==> config.mk <==
export PLATFORM = sky130hd
export DESIGN_NAME = ipv4_fragment_header_gen_unit_flat
export DESIGN_NICKNAME = d
export VERILOG_FILES = /design/src/design/ifhg_pkg.sv /design/src/design/ifhg_if.sv /design/src/design/ifhg_cfg_regs.sv /design/src/design/ifhg_csum_alu.sv /design/src/design/ipv4_fragment_header_gen_unit.sv /design/src/flat_wrapper.sv
export SDC_FILE = /design/constraint.sdc
export NUM_CORES = 1
export LEC_CHECK = 0
export ABC_AREA = 0
export BUFFER_PORTS_ARGS = -buffer_cell sky130_fd_sc_hd__buf_4
export CAP_MARGIN = 40
export CORE_ASPECT_RATIO = 1.2
export CORE_UTILIZATION = 45
export DETAILED_ROUTE_END_ITERATION = 7
export PLACE_DENSITY_LB_ADDON = 0.25
export SLEW_MARGIN = 20
export SYNTH_ARGS = -nofsm -noshare
export SYNTH_HDL_FRONTEND = slang
export SYNTH_SLANG_ARGS = --single-unit
==> constraint.sdc <==
create_clock -name clk -period 5.2 [get_ports clk]
set_input_delay 0.52 -clock clk [delete_from_list [all_inputs] [get_ports clk]]
set_output_delay 0.52 -clock clk [all_outputs]
set_load 0.01 [all_outputs]
==> src/design/ifhg_pkg.sv <==
`timescale 1ns / 1ps
`default_nettype none
// ----------------------------------------------------------------------------
// ifhg_pkg
// Shared types and constants of the IPv4 fragment header generator.
// ----------------------------------------------------------------------------
package ifhg_pkg;

    localparam int MAX_FRAGMENTS_DEF = 64;

    localparam int MSG_W   = 16;
    localparam int ID_W    = 16;
    localparam int LEN_W   = 11;
    localparam int FO_W    = 16;
    localparam int CSUM_W  = 16;
    localparam int IDX_W   = 6;
    localparam int ADDR_W  = 32;
    localparam int ACC_W   = 20;
    localparam int CFG_IDX_W  = 2;
    localparam int CFG_DATA_W = 32;

    localparam logic [LEN_W-1:0]  HDR_BYTES     = 11'd20;
    localparam logic [LEN_W-1:0]  PAYLOAD_CAP   = 11'd1480;
    localparam logic [LEN_W-1:0]  PAYLOAD_MIN   = 11'd8;
    localparam logic [LEN_W-1:0]  PAYLOAD_MASK  = 11'h7F8;
    localparam logic [FO_W-1:0]   FLAG_DF       = 16'h4000;
    localparam logic [FO_W-1:0]   FLAG_MF       = 16'h2000;
    // version/IHL/TOS word plus TTL/protocol word
    localparam logic [ACC_W-1:0]  CSUM_CONST    = 20'h04500 + 20'h0FF01;

    typedef enum logic [CFG_IDX_W-1:0] {
        CFG_FRAG_PAYLOAD = 2'd0,
        CFG_SRC_ADDR     = 2'd1,
        CFG_DST_ADDR     = 2'd2
    } cfg_idx_t;

    typedef struct packed {
        logic [LEN_W-1:0]  pay;
        logic [ADDR_W-1:0] src;
        logic [ADDR_W-1:0] dst;
    } cfg_t;

    typedef enum logic [2:0] {
        ALU_HOLD,
        ALU_INIT,
        ALU_ADD,
        ALU_ADD_BASE,
        ALU_SAVE,
        ALU_FOLD
    } alu_op_t;

    typedef struct packed {
        alu_op_t           op;
        logic [CSUM_W-1:0] operand;
    } alu_ctrl_t;

endpackage
`default_nettype wire

==> src/design/ifhg_if.sv <==
`timescale 1ns / 1ps
`default_nettype none
// ----------------------------------------------------------------------------
// ifhg interfaces
// Request, fragment and configuration channels with valid/ready handshake.
// ----------------------------------------------------------------------------
interface ifhg_req_if;
    import ifhg_pkg::*;
    logic              valid;
    logic              ready;
    logic [MSG_W-1:0]  message_bytes;
    logic [ID_W-1:0]   datagram_id;

    modport source (output valid, message_bytes, datagram_id, input ready);
    modport sink   (input valid, message_bytes, datagram_id, output ready);
endinterface

interface ifhg_frag_if;
    import ifhg_pkg::*;
    logic              valid;
    logic              ready;
    logic [LEN_W-1:0]  fragment_length;
    logic [FO_W-1:0]   flags_offset;
    logic [CSUM_W-1:0] header_checksum;
    logic [IDX_W-1:0]  fragment_index;
    logic              last;
    logic              too_many;

    modport source (output valid, fragment_length, flags_offset, header_checksum,
                    fragment_index, last, too_many, input ready);
    modport sink   (input valid, fragment_length, flags_offset, header_checksum,
                    fragment_index, last, too_many, output ready);
endinterface

interface ifhg_cfg_if;
    import ifhg_pkg::*;
    logic                  valid;
    logic                  ready;
    logic [CFG_IDX_W-1:0]  index;
    logic [CFG_DATA_W-1:0] data;

    modport source (output valid, index, data, input ready);
    modport sink   (input valid, index, data, output ready);
endinterface
`default_nettype wire

==> src/design/ifhg_cfg_regs.sv <==
`timescale 1ns / 1ps
`default_nettype none
// ----------------------------------------------------------------------------
// ifhg_cfg_regs
// Configuration registers; presents the clamped fragment payload size.
// ----------------------------------------------------------------------------
module ifhg_cfg_regs (
    input  logic           clk,
    input  logic           rst_n,
    ifhg_cfg_if.sink       cfg,
    output ifhg_pkg::cfg_t cfg_out
);
    import ifhg_pkg::*;

    logic [LEN_W-1:0]  frag_payload_reg;
    logic [ADDR_W-1:0] src_addr_reg;
    logic [ADDR_W-1:0] dst_addr_reg;
    logic [LEN_W-1:0]  pay_masked;

    assign cfg.ready = 1'b1;

    always_ff @(posedge clk or negedge rst_n)
    begin
        if (!rst_n)
        begin
            frag_payload_reg <= PAYLOAD_CAP;
            src_addr_reg     <= '0;
            dst_addr_reg     <= '0;
        end
        else if (cfg.valid && cfg.ready)
        begin
            case (cfg_idx_t'(cfg.index))
                CFG_FRAG_PAYLOAD: frag_payload_reg <= cfg.data[LEN_W-1:0];
                CFG_SRC_ADDR:     src_addr_reg     <= cfg.data[ADDR_W-1:0];
                CFG_DST_ADDR:     dst_addr_reg     <= cfg.data[ADDR_W-1:0];
                default:          ;
            endcase
        end
    end

    // round down to 8 bytes, clamp to 8..1480
    always_comb
    begin
        pay_masked = frag_payload_reg & PAYLOAD_MASK;
        if (pay_masked == '0)
            cfg_out.pay = PAYLOAD_MIN;
        else if (pay_masked > PAYLOAD_CAP)
            cfg_out.pay = PAYLOAD_CAP;
        else
            cfg_out.pay = pay_masked;
        cfg_out.src = src_addr_reg;
        cfg_out.dst = dst_addr_reg;
    end

endmodule
`default_nettype wire

==> src/design/ifhg_csum_alu.sv <==
`timescale 1ns / 1ps
`default_nettype none
// ----------------------------------------------------------------------------
// ifhg_csum_alu
// Shared checksum adder with accumulator and per-request base register.
// ----------------------------------------------------------------------------
module ifhg_csum_alu (
    input  logic                          clk,
    input  ifhg_pkg::alu_ctrl_t           ctrl,
    output logic [ifhg_pkg::CSUM_W-1:0]   checksum
);
    import ifhg_pkg::*;

    logic [ACC_W-1:0] acc_reg;
    logic [ACC_W-1:0] base_reg;
    logic [ACC_W-1:0] add_a;
    logic [ACC_W-1:0] add_b;
    logic [ACC_W-1:0] sum;

    always_comb
    begin
        add_a = acc_reg;
        add_b = ACC_W'(ctrl.operand);
        case (ctrl.op)
            ALU_ADD_BASE: add_a = base_reg;
            ALU_FOLD:
            begin
                add_a = ACC_W'(acc_reg[CSUM_W-1:0]);
                add_b = ACC_W'(acc_reg[ACC_W-1:CSUM_W]);
            end
            default: ;
        endcase
        sum = add_a + add_b;
    end

    always_ff @(posedge clk)
    begin
        case (ctrl.op)
            ALU_INIT:     acc_reg  <= CSUM_CONST;
            ALU_ADD:      acc_reg  <= sum;
            ALU_ADD_BASE: acc_reg  <= sum;
            ALU_FOLD:     acc_reg  <= sum;
            ALU_SAVE:     base_reg <= acc_reg;
            default:      ;
        endcase
    end

    assign checksum = ~acc_reg[CSUM_W-1:0];

endmodule
`default_nettype wire

==> src/design/ipv4_fragment_header_gen_unit.sv <==
`timescale 1ns / 1ps
`default_nettype none
// ----------------------------------------------------------------------------
// ipv4_fragment_header_gen_unit
// Splits one datagram request into IPv4 fragment header items.
// ----------------------------------------------------------------------------
// Usage:
//   req  : one item per datagram (message_bytes, datagram_id). Ready only
//          while the sequencer is idle; a zero-length message yields nothing.
//   frag : one item per fragment, last set on the final one. A request that
//          needs more than MAX_FRAGMENTS fragments yields a single item with
//          too_many and last set and all other fields zero.
//   cfg  : register writes (0 frag_payload, 1 src_addr, 2 dst_addr), always
//          ready; write only while no request is in flight.
// Sequence:
//   A request first forms the address/id part of the checksum and checks
//   the fragment count, then runs each fragment through the shared
//   checksum adder (total, flags/offset, two folds, load); the next
//   request is accepted once the last item has moved into the output
//   register.
// Reset clears the sequencer and the output register and loads the register
// defaults. When frag stalls, the finished item holds in the output register
// and the sequencer holds at its load step.
// ----------------------------------------------------------------------------
module ipv4_fragment_header_gen_unit #(
    parameter int MAX_FRAGMENTS = ifhg_pkg::MAX_FRAGMENTS_DEF
) (
    input  logic         clk,
    input  logic         rst_n,
    ifhg_req_if.sink     req,
    ifhg_frag_if.source  frag,
    ifhg_cfg_if.sink     cfg
);
    import ifhg_pkg::*;

    localparam int LIM_W = $clog2(MAX_FRAGMENTS * int'(PAYLOAD_CAP) + 1);
    localparam int CMP_W = (LIM_W > MSG_W) ? LIM_W : MSG_W;
    localparam logic [2:0] BASE_STEPS = 3'd4;

    typedef enum logic [2:0] {
        S_IDLE,
        S_BASE,
        S_CHECK,
        S_LEN,
        S_FO,
        S_FOLD1,
        S_FOLD2,
        S_EMIT
    } state_t;

    state_t             state_reg;
    state_t             state_next;
    logic [2:0]         step_reg;
    logic [MSG_W-1:0]   rem_reg;
    logic [MSG_W-1:0]   done_reg;
    logic [ID_W-1:0]    id_reg;
    logic [LIM_W-1:0]   lim_reg;
    logic [IDX_W-1:0]   idx_reg;
    logic [LEN_W-1:0]   total_reg;
    logic [FO_W-1:0]    fo_reg;
    logic               final_reg;
    logic               too_many_reg;

    logic               out_valid_reg;
    logic [LEN_W-1:0]   out_len_reg;
    logic [FO_W-1:0]    out_fo_reg;
    logic [CSUM_W-1:0]  out_csum_reg;
    logic [IDX_W-1:0]   out_idx_reg;
    logic               out_last_reg;
    logic               out_too_many_reg;

    cfg_t               cfg_q;
    alu_ctrl_t          alu_ctrl;
    logic [CSUM_W-1:0]  checksum;

    logic               req_accept;
    logic               emit_ok;
    logic               final_c;
    logic [LEN_W-1:0]   chunk_c;
    logic [LEN_W-1:0]   total_c;
    logic [FO_W-1:0]    fo_c;
    logic               too_many_c;

    ifhg_cfg_regs u_cfg (
        .clk     (clk),
        .rst_n   (rst_n),
        .cfg     (cfg),
        .cfg_out (cfg_q)
    );

    ifhg_csum_alu u_alu (
        .clk      (clk),
        .ctrl     (alu_ctrl),
        .checksum (checksum)
    );

    assign req.ready  = (state_reg == S_IDLE);
    assign req_accept = req.valid && req.ready;
    assign emit_ok    = !out_valid_reg || frag.ready;

    always_comb
    begin
        final_c = rem_reg <= MSG_W'(cfg_q.pay);
        chunk_c = final_c ? rem_reg[LEN_W-1:0] : cfg_q.pay;
        total_c = HDR_BYTES + chunk_c;
        if (idx_reg == '0 && final_c)
            fo_c = FLAG_DF;
        else
            fo_c = FO_W'(done_reg[MSG_W-1:3]) | (final_c ? '0 : FLAG_MF);
        too_many_c = CMP_W'(rem_reg) > CMP_W'(lim_reg);
    end

    // shared adder control
    always_comb
    begin
        alu_ctrl.op      = ALU_HOLD;
        alu_ctrl.operand = '0;
        case (state_reg)
            S_IDLE:
            begin
                if (req_accept)
                    alu_ctrl.op = ALU_INIT;
            end
            S_BASE:
            begin
                alu_ctrl.op = ALU_ADD;
                case (step_reg)
                    3'd0:    alu_ctrl.operand = cfg_q.src[31:16];
                    3'd1:    alu_ctrl.operand = cfg_q.src[15:0];
                    3'd2:    alu_ctrl.operand = cfg_q.dst[31:16];
                    3'd3:    alu_ctrl.operand = cfg_q.dst[15:0];
                    default: alu_ctrl.operand = id_reg;
                endcase
            end
            S_CHECK: alu_ctrl.op = ALU_SAVE;
            S_LEN:
            begin
                alu_ctrl.op      = ALU_ADD_BASE;
                alu_ctrl.operand = CSUM_W'(total_c);
            end
            S_FO:
            begin
                alu_ctrl.op      = ALU_ADD;
                alu_ctrl.operand = fo_reg;
            end
            S_FOLD1: alu_ctrl.op = ALU_FOLD;
            S_FOLD2: alu_ctrl.op = ALU_FOLD;
            default: ;
        endcase
    end

    always_comb
    begin
        state_next = state_reg;
        case (state_reg)
            S_IDLE:
            begin
                if (req_accept && req.message_bytes != '0)
                    state_next = S_BASE;
            end
            S_BASE:
            begin
                if (step_reg == BASE_STEPS)
                    state_next = S_CHECK;
            end
            S_CHECK: state_next = too_many_c ? S_EMIT : S_LEN;
            S_LEN:   state_next = S_FO;
            S_FO:    state_next = S_FOLD1;
            S_FOLD1: state_next = S_FOLD2;
            S_FOLD2: state_next = S_EMIT;
            S_EMIT:
            begin
                if (emit_ok)
                    state_next = (too_many_reg || final_reg) ? S_IDLE : S_LEN;
            end
            default: state_next = S_IDLE;
        endcase
    end

    always_ff @(posedge clk or negedge rst_n)
    begin
        if (!rst_n)
        begin
            state_reg        <= S_IDLE;
            step_reg         <= '0;
            rem_reg          <= '0;
            done_reg         <= '0;
            id_reg           <= '0;
            lim_reg          <= '0;
            idx_reg          <= '0;
            total_reg        <= '0;
            fo_reg           <= '0;
            final_reg        <= 1'b0;
            too_many_reg     <= 1'b0;
            out_valid_reg    <= 1'b0;
            out_len_reg      <= '0;
            out_fo_reg       <= '0;
            out_csum_reg     <= '0;
            out_idx_reg      <= '0;
            out_last_reg     <= 1'b0;
            out_too_many_reg <= 1'b0;
        end
        else
        begin
            state_reg <= state_next;

            if (state_reg == S_EMIT && emit_ok)
                out_valid_reg <= 1'b1;
            else if (out_valid_reg && frag.ready)
                out_valid_reg <= 1'b0;

            case (state_reg)
                S_IDLE:
                begin
                    if (req_accept)
                    begin
                        rem_reg      <= req.message_bytes;
                        id_reg       <= req.datagram_id;
                        lim_reg      <= LIM_W'(cfg_q.pay) * LIM_W'(MAX_FRAGMENTS);
                        done_reg     <= '0;
                        idx_reg      <= '0;
                        step_reg     <= '0;
                        too_many_reg <= 1'b0;
                    end
                end
                S_BASE:  step_reg     <= step_reg + 3'd1;
                S_CHECK: too_many_reg <= too_many_c;
                S_LEN:
                begin
                    total_reg <= total_c;
                    fo_reg    <= fo_c;
                    final_reg <= final_c;
                end
                S_EMIT:
                begin
                    if (emit_ok)
                    begin
                        out_too_many_reg <= too_many_reg;
                        out_last_reg     <= too_many_reg || final_reg;
                        if (too_many_reg)
                        begin
                            out_len_reg  <= '0;
                            out_fo_reg   <= '0;
                            out_csum_reg <= '0;
                            out_idx_reg  <= '0;
                        end
                        else
                        begin
                            out_len_reg  <= total_reg;
                            out_fo_reg   <= fo_reg;
                            out_csum_reg <= checksum;
                            out_idx_reg  <= idx_reg;
                        end
                        // advance to the next fragment
                        rem_reg  <= rem_reg - MSG_W'(cfg_q.pay);
                        done_reg <= done_reg + MSG_W'(cfg_q.pay);
                        idx_reg  <= idx_reg + IDX_W'(1);
                    end
                end
                default: ;
            endcase
        end
    end

    assign frag.valid           = out_valid_reg;
    assign frag.fragment_length = out_len_reg;
    assign frag.flags_offset    = out_fo_reg;
    assign frag.header_checksum = out_csum_reg;
    assign frag.fragment_index  = out_idx_reg;
    assign frag.last            = out_last_reg;
    assign frag.too_many        = out_too_many_reg;

endmodule
`default_nettype wire

==> src/flat_wrapper.sv <==
// flat-port wrapper written by rule: the top's interface ports become plain ports
module ipv4_fragment_header_gen_unit_flat import ifhg_pkg::*;
#(
    parameter int MAX_FRAGMENTS = ifhg_pkg::MAX_FRAGMENTS_DEF
)
  (clk, rst_n, req_valid, req_message_bytes, req_datagram_id, req_ready, frag_valid, frag_fragment_length, frag_flags_offset, frag_header_checksum, frag_fragment_index, frag_last, frag_too_many, frag_ready, cfg_valid, cfg_index, cfg_data, cfg_ready);
  ifhg_req_if req_i ();
  ifhg_frag_if frag_i ();
  ifhg_cfg_if cfg_i ();
  input  logic clk;
  input  logic rst_n;
  input wire logic [$bits(req_i.valid)-1:0] req_valid;
  input wire logic [$bits(req_i.message_bytes)-1:0] req_message_bytes;
  input wire logic [$bits(req_i.datagram_id)-1:0] req_datagram_id;
  output wire logic [$bits(req_i.ready)-1:0] req_ready;
  output wire logic [$bits(frag_i.valid)-1:0] frag_valid;
  output wire logic [$bits(frag_i.fragment_length)-1:0] frag_fragment_length;
  output wire logic [$bits(frag_i.flags_offset)-1:0] frag_flags_offset;
  output wire logic [$bits(frag_i.header_checksum)-1:0] frag_header_checksum;
  output wire logic [$bits(frag_i.fragment_index)-1:0] frag_fragment_index;
  output wire logic [$bits(frag_i.last)-1:0] frag_last;
  output wire logic [$bits(frag_i.too_many)-1:0] frag_too_many;
  input wire logic [$bits(frag_i.ready)-1:0] frag_ready;
  input wire logic [$bits(cfg_i.valid)-1:0] cfg_valid;
  input wire logic [$bits(cfg_i.index)-1:0] cfg_index;
  input wire logic [$bits(cfg_i.data)-1:0] cfg_data;
  output wire logic [$bits(cfg_i.ready)-1:0] cfg_ready;
  assign req_i.valid = req_valid;
  assign req_i.message_bytes = req_message_bytes;
  assign req_i.datagram_id = req_datagram_id;
  assign req_ready = req_i.ready;
  assign frag_valid = frag_i.valid;
  assign frag_fragment_length = frag_i.fragment_length;
  assign frag_flags_offset = frag_i.flags_offset;
  assign frag_header_checksum = frag_i.header_checksum;
  assign frag_fragment_index = frag_i.fragment_index;
  assign frag_last = frag_i.last;
  assign frag_too_many = frag_i.too_many;
  assign frag_i.ready = frag_ready;
  assign cfg_i.valid = cfg_valid;
  assign cfg_i.index = cfg_index;
  assign cfg_i.data = cfg_data;
  assign cfg_ready = cfg_i.ready;
  ipv4_fragment_header_gen_unit #(.MAX_FRAGMENTS(MAX_FRAGMENTS)) u_core (.clk(clk), .rst_n(rst_n), .req(req_i), .frag(frag_i), .cfg(cfg_i));
endmodule
# [After elaboration in Yosys (flattened, before gate mapping)]
# Cells that the tools add are included.
[classes] n_mux=37 n_eq_ne=22 addsub=6 bitwise=2 shift=0 reduce_logical=31 mul=0 div_mod_pow=0 magnitude_cmp=3
[op_table] op="16-bit 2-to-1 mux" n=8
[op_table] op="20-bit one-hot mux with 2 select lines" n=2
[op_table] op="16-bit one-hot mux with 2 select lines" n=2
[op_table] op="16-bit one-hot mux with 4 select lines" n=1
[op_table] op="16-bit one-hot mux with 3 select lines" n=1
[op_table] op="11-bit 2-to-1 mux" n=4
[op_table] op="3-bit one-hot mux with 8 select lines" n=1
[op_table] op="3-bit == test, second input constant" n=7
[op_table] op="20-bit by 16-bit adder with 20-bit output" n=1
[op_table] op="3-bit by 2-bit == test with 1-bit output, second input constant" n=6
[op_table] op="6-bit 2-to-1 mux" n=3
[op_table] op="16-bit by 17-bit greater-than comparator with 1-bit output" n=1
[op_table] op="16-bit by 11-bit adder with 16-bit output" n=1
[op_table] op="16-bit by 11-bit <= comparator with 1-bit output" n=1
[op_table] op="16-bit NOT" n=1
[op_table] op="13-bit by 16-bit OR with 16-bit output" n=1
[op_table] op="16-bit nonzero test" n=1
[op_table] op="16-bit by 11-bit subtractor with 16-bit output" n=1
[op_table] op="3-bit 2-to-1 mux" n=5
[op_table] op="3-bit one-hot mux with 5 select lines" n=1
[op_table] op="14-bit 2-to-1 mux" n=1
[op_table] op="2-bit AND reduction" n=7
[op_table] op="6-bit one-hot mux with 2 select lines" n=1
[op_table] op="5-bit by 11-bit adder with 11-bit output, first input constant" n=1
[op_table] op="other kinds (23)" n=42
[word_totals] latch_bits=0 mem_bits_rw=0 mem_bits_ro=0 reg_bits=267 elab_cells=124 in_bits=71 out_inout_bits=54 n_memories=0

# [Logic depth before layout (Yosys ltp)]
[depth] ltp_word=10 ltp_mapped=27 depth_no_buf=26

# [Cells and area by module]
# A second synthesis with hierarchy kept.
[unflattened] cells_unflattened=1370 area_unflattened_um2=13999.7
[by_module_without_submodules] mod="ipv4_fragment_header_gen_unit" cells_each=947 seq_area_each_um2=3753.6 area_each_um2=8416.8 instances=1
[by_module_without_submodules] mod="ifhg_cfg_regs" cells_each=174 seq_area_each_um2=1808.0 area_each_um2=2846.5 instances=1
[by_module_without_submodules] mod="ifhg_csum_alu" cells_each=249 seq_area_each_um2=1201.2 area_each_um2=2736.4 instances=1

# [Least setup slack after synthesis]
# OpenSTA, ideal clock, no wires.
[synth_timing] kind="register -> register" start="register u_core.u_cfg.frag_payload_reg[10]" end="register u_core.u_alu.acc_reg[19] (data pin)" path_buffers=2 setup_ps=273 slack_ps=-146 arrival_time_ps=5073 path_stages_with_launch=27 t_required_ps=4927 period_less_slack_ps=5346 path_cell_list="dfstp_2 > buf_6 > nor3_1 > a21oi_1 > nand2_1 > ha_1 > nand2b_1 > a21oi_1 > and4b_1 > o21ai_2 > buf_6 > a31oi_1 > ha_1 > or2_2 > mux2i_1 > nor3_1 > o31ai_1 > o21ai_0 > ha_1 > a21oi_1 > o21ai_0 > a21oi_1 > o41ai_2 > a21oi_1 > a2111o_1 > a21boi_1 > o32ai_2"
[synth_lines] item="from (decl)" line_no="ifhg_cfg_regs.sv:15" text="logic [LEN_W-1:0] frag_payload_reg;"
[synth_lines] item="from (signal assigned)" line_no="ifhg_cfg_regs.sv:33" text="CFG_FRAG_PAYLOAD: frag_payload_reg <= cfg.data[LEN_W-1:0];"
[synth_lines] item="to (signal assigned)" line_no="ifhg_csum_alu.sv:40" text="ALU_ADD: acc_reg <= sum;"
[synth_lines] item="to (signal assigned)" line_no="ifhg_csum_alu.sv:41" text="ALU_ADD_BASE: acc_reg <= sum;"
[synth_lines] item="to (signal assigned)" line_no="ifhg_csum_alu.sv:42" text="ALU_FOLD: acc_reg <= sum;"
[synth_lines] item="to (decl)" line_no="ifhg_csum_alu.sv:14" text="logic [ACC_W-1:0] acc_reg;"

# [Worst setup path after layout]
[layout_timing] start="register u_core.u_cfg.frag_payload_reg[8]" end="register u_core.u_alu.acc_reg[19] (data pin)"
[layout_between] elab_chain_len=10 word_cells_on_any_way=11 classes_between="2 x add/sub; 2 x order compare; 6 x mux; 1 x reduce/logical"
[layout_rtl] item="11-bit greater-than comparator" line_no="ifhg_cfg_regs.sv:47" text="else if (pay_masked > PAYLOAD_CAP)"
[layout_rtl] item="11-bit 2-to-1 mux" line_no="ifhg_cfg_regs.sv:47"
[layout_rtl] item="11-bit 2-to-1 mux (*)" line_no="ifhg_cfg_regs.sv:45" text="if (pay_masked == '0)"
[layout_rtl] item="16-bit by 11-bit <= comparator with 1-bit output" line_no="ipv4_fragment_header_gen_unit.sv:103" text="final_c = rem_reg <= MSG_W'(cfg_q.pay);"
[layout_rtl] item="11-bit 2-to-1 mux (*)" line_no="ipv4_fragment_header_gen_unit.sv:104" text="chunk_c = final_c ? rem_reg[LEN_W-1:0] : cfg_q.pay;"
[layout_rtl] item="5-bit by 11-bit adder with 11-bit output (*)" line_no="ipv4_fragment_header_gen_unit.sv:105" text="total_c = HDR_BYTES + chunk_c;"
[layout_rtl] item="16-bit one-hot mux with 3 select lines (*)" line_no="ipv4_fragment_header_gen_unit.sv:118" text="case (state_reg)"
[layout_rtl] item="16-bit 2-to-1 mux (*)" line_no="ifhg_csum_alu.sv:24" text="case (ctrl.op)"
[layout_rtl] item="20-bit by 16-bit adder with 20-bit output (*)" line_no="ifhg_csum_alu.sv:33" text="sum = add_a + add_b;"
[layout_rtl] item="20-bit one-hot mux with 2 select lines (*)" line_no="ifhg_csum_alu.sv:38" text="case (ctrl.op)"
# Mark *: on every way between the ends. The rest lies on a longest branch, timed or not.
# A chain may end at the register's enable or synchronous reset.

==> impl_metrics.py <==
metrics = {
    "logic_synthesis": {
        "syn_area_mm2": 0.0129,
        "ys.flop_type": "dfrtp_1",
        "synth_edf_count": 40,
        "ys_seq_elements": 256,
        "synth_cell_type_count": 68,
        "syn_inst": 1268,
        "seq_area_frac_synth": 0.512,
        "syn_avg_cell_area_um2": 10.2,
        "yosysWarnings": 0,
        "async_reset_ff_frac": 0.844,
        "synth_fp_nets": 1389,
    },
    "placement": {
        "dp_cells": 1765,
        "dp_hpwl_mm": 24.5,
        "routabilityCongestion": 0.918,
        "port_buffers": 122,
    },
    "layout": {
        "final_nets": 1550,
        "diodes": 0,
        "final_cells": 1828,
        "layout-drive-gt1-share": 0.252,
        "fill_cells": 2468,
        "area_growth_pct": 22.0,
    },
    "floorplan": {
        "coreArea_mm2": 0.0281,
        "dieWidth_um": 157,
        "fp.dieArea_mm2": 0.0294,
        "rows": 67,
        "initial_core_util": 0.459,
        "io_pins": 125,
        "die_h_um": 188,
    },
    "job": {
        "cap_violations": 0,
    },
    "sta": {
        "maxSlewHeadroom": 0.485,
        "min_period_over_period": 0.995,
        "tightest_slew_ps": 753,
        "setup_viol": 0,
        "rsz0062_at_grt": "yes",
        "finalMaxSlewViolations": 0,
        "finClkSkew_ps": 12.1,
        "period_needed_ps": 5180,
        "holdWs_ps": 176,
        "hold_violations": 0,
        "max_freq_ghz": 0.193,
    },
    "power": {
        "ir_drop_uv": 272,
        "powerDensity_mw_per_mm2": 628,
        "leakage_nw": 7.29,
    },
    "drt": {
        "wire_per_inst_um": 18.7,
        "via_per_inst": 5.57,
        "drc": 0,
        "drt_iter0_markers": 568,
        "dr.pass1.iters": 5,
        "antenna_left": 0,
        "vias": 10174,
        "routed_wl_mm": 34.2,
    },
    "cts": {
        "clk_pin_slew_worst_paths_ps": 60,
        "cts_tree": "yes",
        "cts.path.max_buffers": 3,
        "htree_levels": 1,
        "numCtsBuffers": 27,
        "cts-root-buf": "clkbuf_16",
        "cts.sinks": 256,
        "clkLatencyLatePin_ps": 530,
    },
    "run_status": {
        "status": "completed",
    },
    "hold_path": {
        "hold_end": "u_core.id_reg[0]",
        "hold_depth": 3,
        "holdCritStartpoint": "req_datagram_id[0]",
        "min_path_type": "input pin to register",
    },
    "global_routing": {
        "antenna_found_initial": 0,
        "overflow": 0,
        "grt_pass1_vias": 10134,
        "grt_pass1_wl_mm": 54.9,
        "grt_max_degree": 140,
        "track_usage": 0.238,
    },
    "setup_path": {
        "required_ps": 5560,
        "reg2reg_from": "u_core.u_cfg.frag_payload_reg[8]",
        "reg2regPathDepth": 26,
        "r2r_slack_ps": 20,
        "critical_path.startpoint": "u_core.u_cfg.frag_payload_reg[8]",
        "crit_path_end_kind": "register",
        "worstReg2RegEnd": "u_core.u_alu.acc_reg[19]",
        "critical_path_class": "register to register",
        "worstPathMaxFanout": 5,
        "cp-start-kind": "register",
        "crit_arrival_ps": 5540,
    },
}
[final cells by class]
| cell class | count | area [um2] | area share |
|---|---|---|---|
| Inverter | 33 | 124 | 0.00787 |
| Sequential cell | 256 | 6610 | 0.420 |
| Tap cell | 379 | 474 | 0.0301 |
| Multi-Input combinational cell | 908 | 6080 | 0.386 |
| Clock inverter | 6 | 56.3 | 0.00358 |
| Clock buffer | 43 | 817 | 0.0519 |
| Timing Repair Buffer | 203 | 1580 | 0.100 |
[routing by layer]
metal,GRT usage,part of all wire,up-vias
li1,-,-,4814
met1,0.329,0.45,5018
met2,0.377,0.46,273
met3,0.0314,0.049,69
met4,0.0962,0.041,0
met5,0,0,-
[placed cells by master (no fill, tap or decap), types with 21 or more instances in the layout]
cell type	synthesis	routed
xnor2_1	21	21
buf_4	3	196
a22oi_1	24	24
a21oi_1	45	38
o31ai_1	21	21
nand2_1	270	266
a22o_1	21	21
nor2_1	52	51
nand3b_1	34	34
mux2_2	71	71
o21ai_0	75	68
inv_1	33	33
ha_1	47	41
edfxtp_1	40	40
clkbuf_16	0	28
dfrtp_1	211	210
[cell families after synthesis]
logic type                 synth area share
buffers and inverters                0.0331
AOI/OAI and AO/OA                     0.141
other                              0.000582
and+or+nand+nor                       0.165
DFF                                   0.512
xor gates and xnor gates             0.0258
muxes                                0.0720
adders and majority gates            0.0502
[cells in the mapped netlist, types with 10 or more instances]
cell,count,area (um2)
a21o_1,12,90.1
a21oi_1,45,225
a221o_1,10,100
a22o_1,21,184
a22oi_1,24,180
buf_1,13,48.8
clkbuf_1,48,180
dfrtp_1,211,5280
edfxtp_1,40,1200
ha_1,47,588
inv_1,33,124
mux2_2,71,800
mux2i_1,13,130
nand2_1,270,1010
nand3_1,18,90.1
nand3b_1,34,255
nor2_1,52,195
nor2b_1,11,68.8
nor3_1,20,100
o21ai_0,75,375
o31ai_1,21,158
xnor2_1,21,184
xor2_1,17,149
[where the power goes]
group | internal [mW] | total [mW] | switching, mW
clock network | 1.12 | 1.90 | 0.778
logic | 1.99 | 4.64 | 2.66
registers | 2.84 | 3.35 | 0.510
[what timing repair did]
action	4_1_cts	5_1_grt
endpoints found under the hold margin	0	45
endpoints found under the setup margin	6	10
setup buffers	7	5
resized for setup	23	25
hold buffers	0	1
pin swaps	19	33
[critical path, cell delays in order (launching register included)]
cell	delay (ps)
dfstp_2	380
and3_4	190
o21ai_4	150
nand2_1	100
ha_1	370
nand2b_4	70
a21oi_2	130
and4b_2	270
o21ai_4	210
nor2_1	60
a31oi_1	180
ha_2	230
or2b_1	140
mux2i_4	80
buf_4	140
or3_4	330
nand3_2	110
o211ai_1	130
ha_2	410
a21oi_2	70
o21ai_1	180
a21oi_2	90
o41ai_4	60
a21oi_2	110
a2111o_1	410
a21boi_2	170
o32ai_2	230
[worst max-delay path by stage]
stage / end / slack, ps
global placement: u_core.u_alu.acc_reg[19] / 40
CTS: u_core.u_alu.acc_reg[19] / 1
floorplan: u_core.u_alu.acc_reg[19] / 6
global route: u_core.u_alu.acc_reg[19] / -250
finish: u_core.u_alu.acc_reg[19] / 20
detailed placement: u_core.u_alu.acc_reg[19] / -160
[through the flow]
step | worst slack (ps) | total power [mW] | TNS, ps | util | area (um2)
floorplan | 6.03 | 6.17 | 0 | - | 12900
global placement | 38.1 | 7.63 | 0 | 0.517 | 14500
detailed placement | -164 | 7.73 | -441 | 0.518 | 14500
CTS | 1.02 | 9.76 | 0 | 0.555 | 15600
global route | -246 | 10.6 | -937 | 0.561 | 15700
finish | 24.9 | 9.89 | 0 | 0.561 | 15700
(Power assumes the default switching activity.)
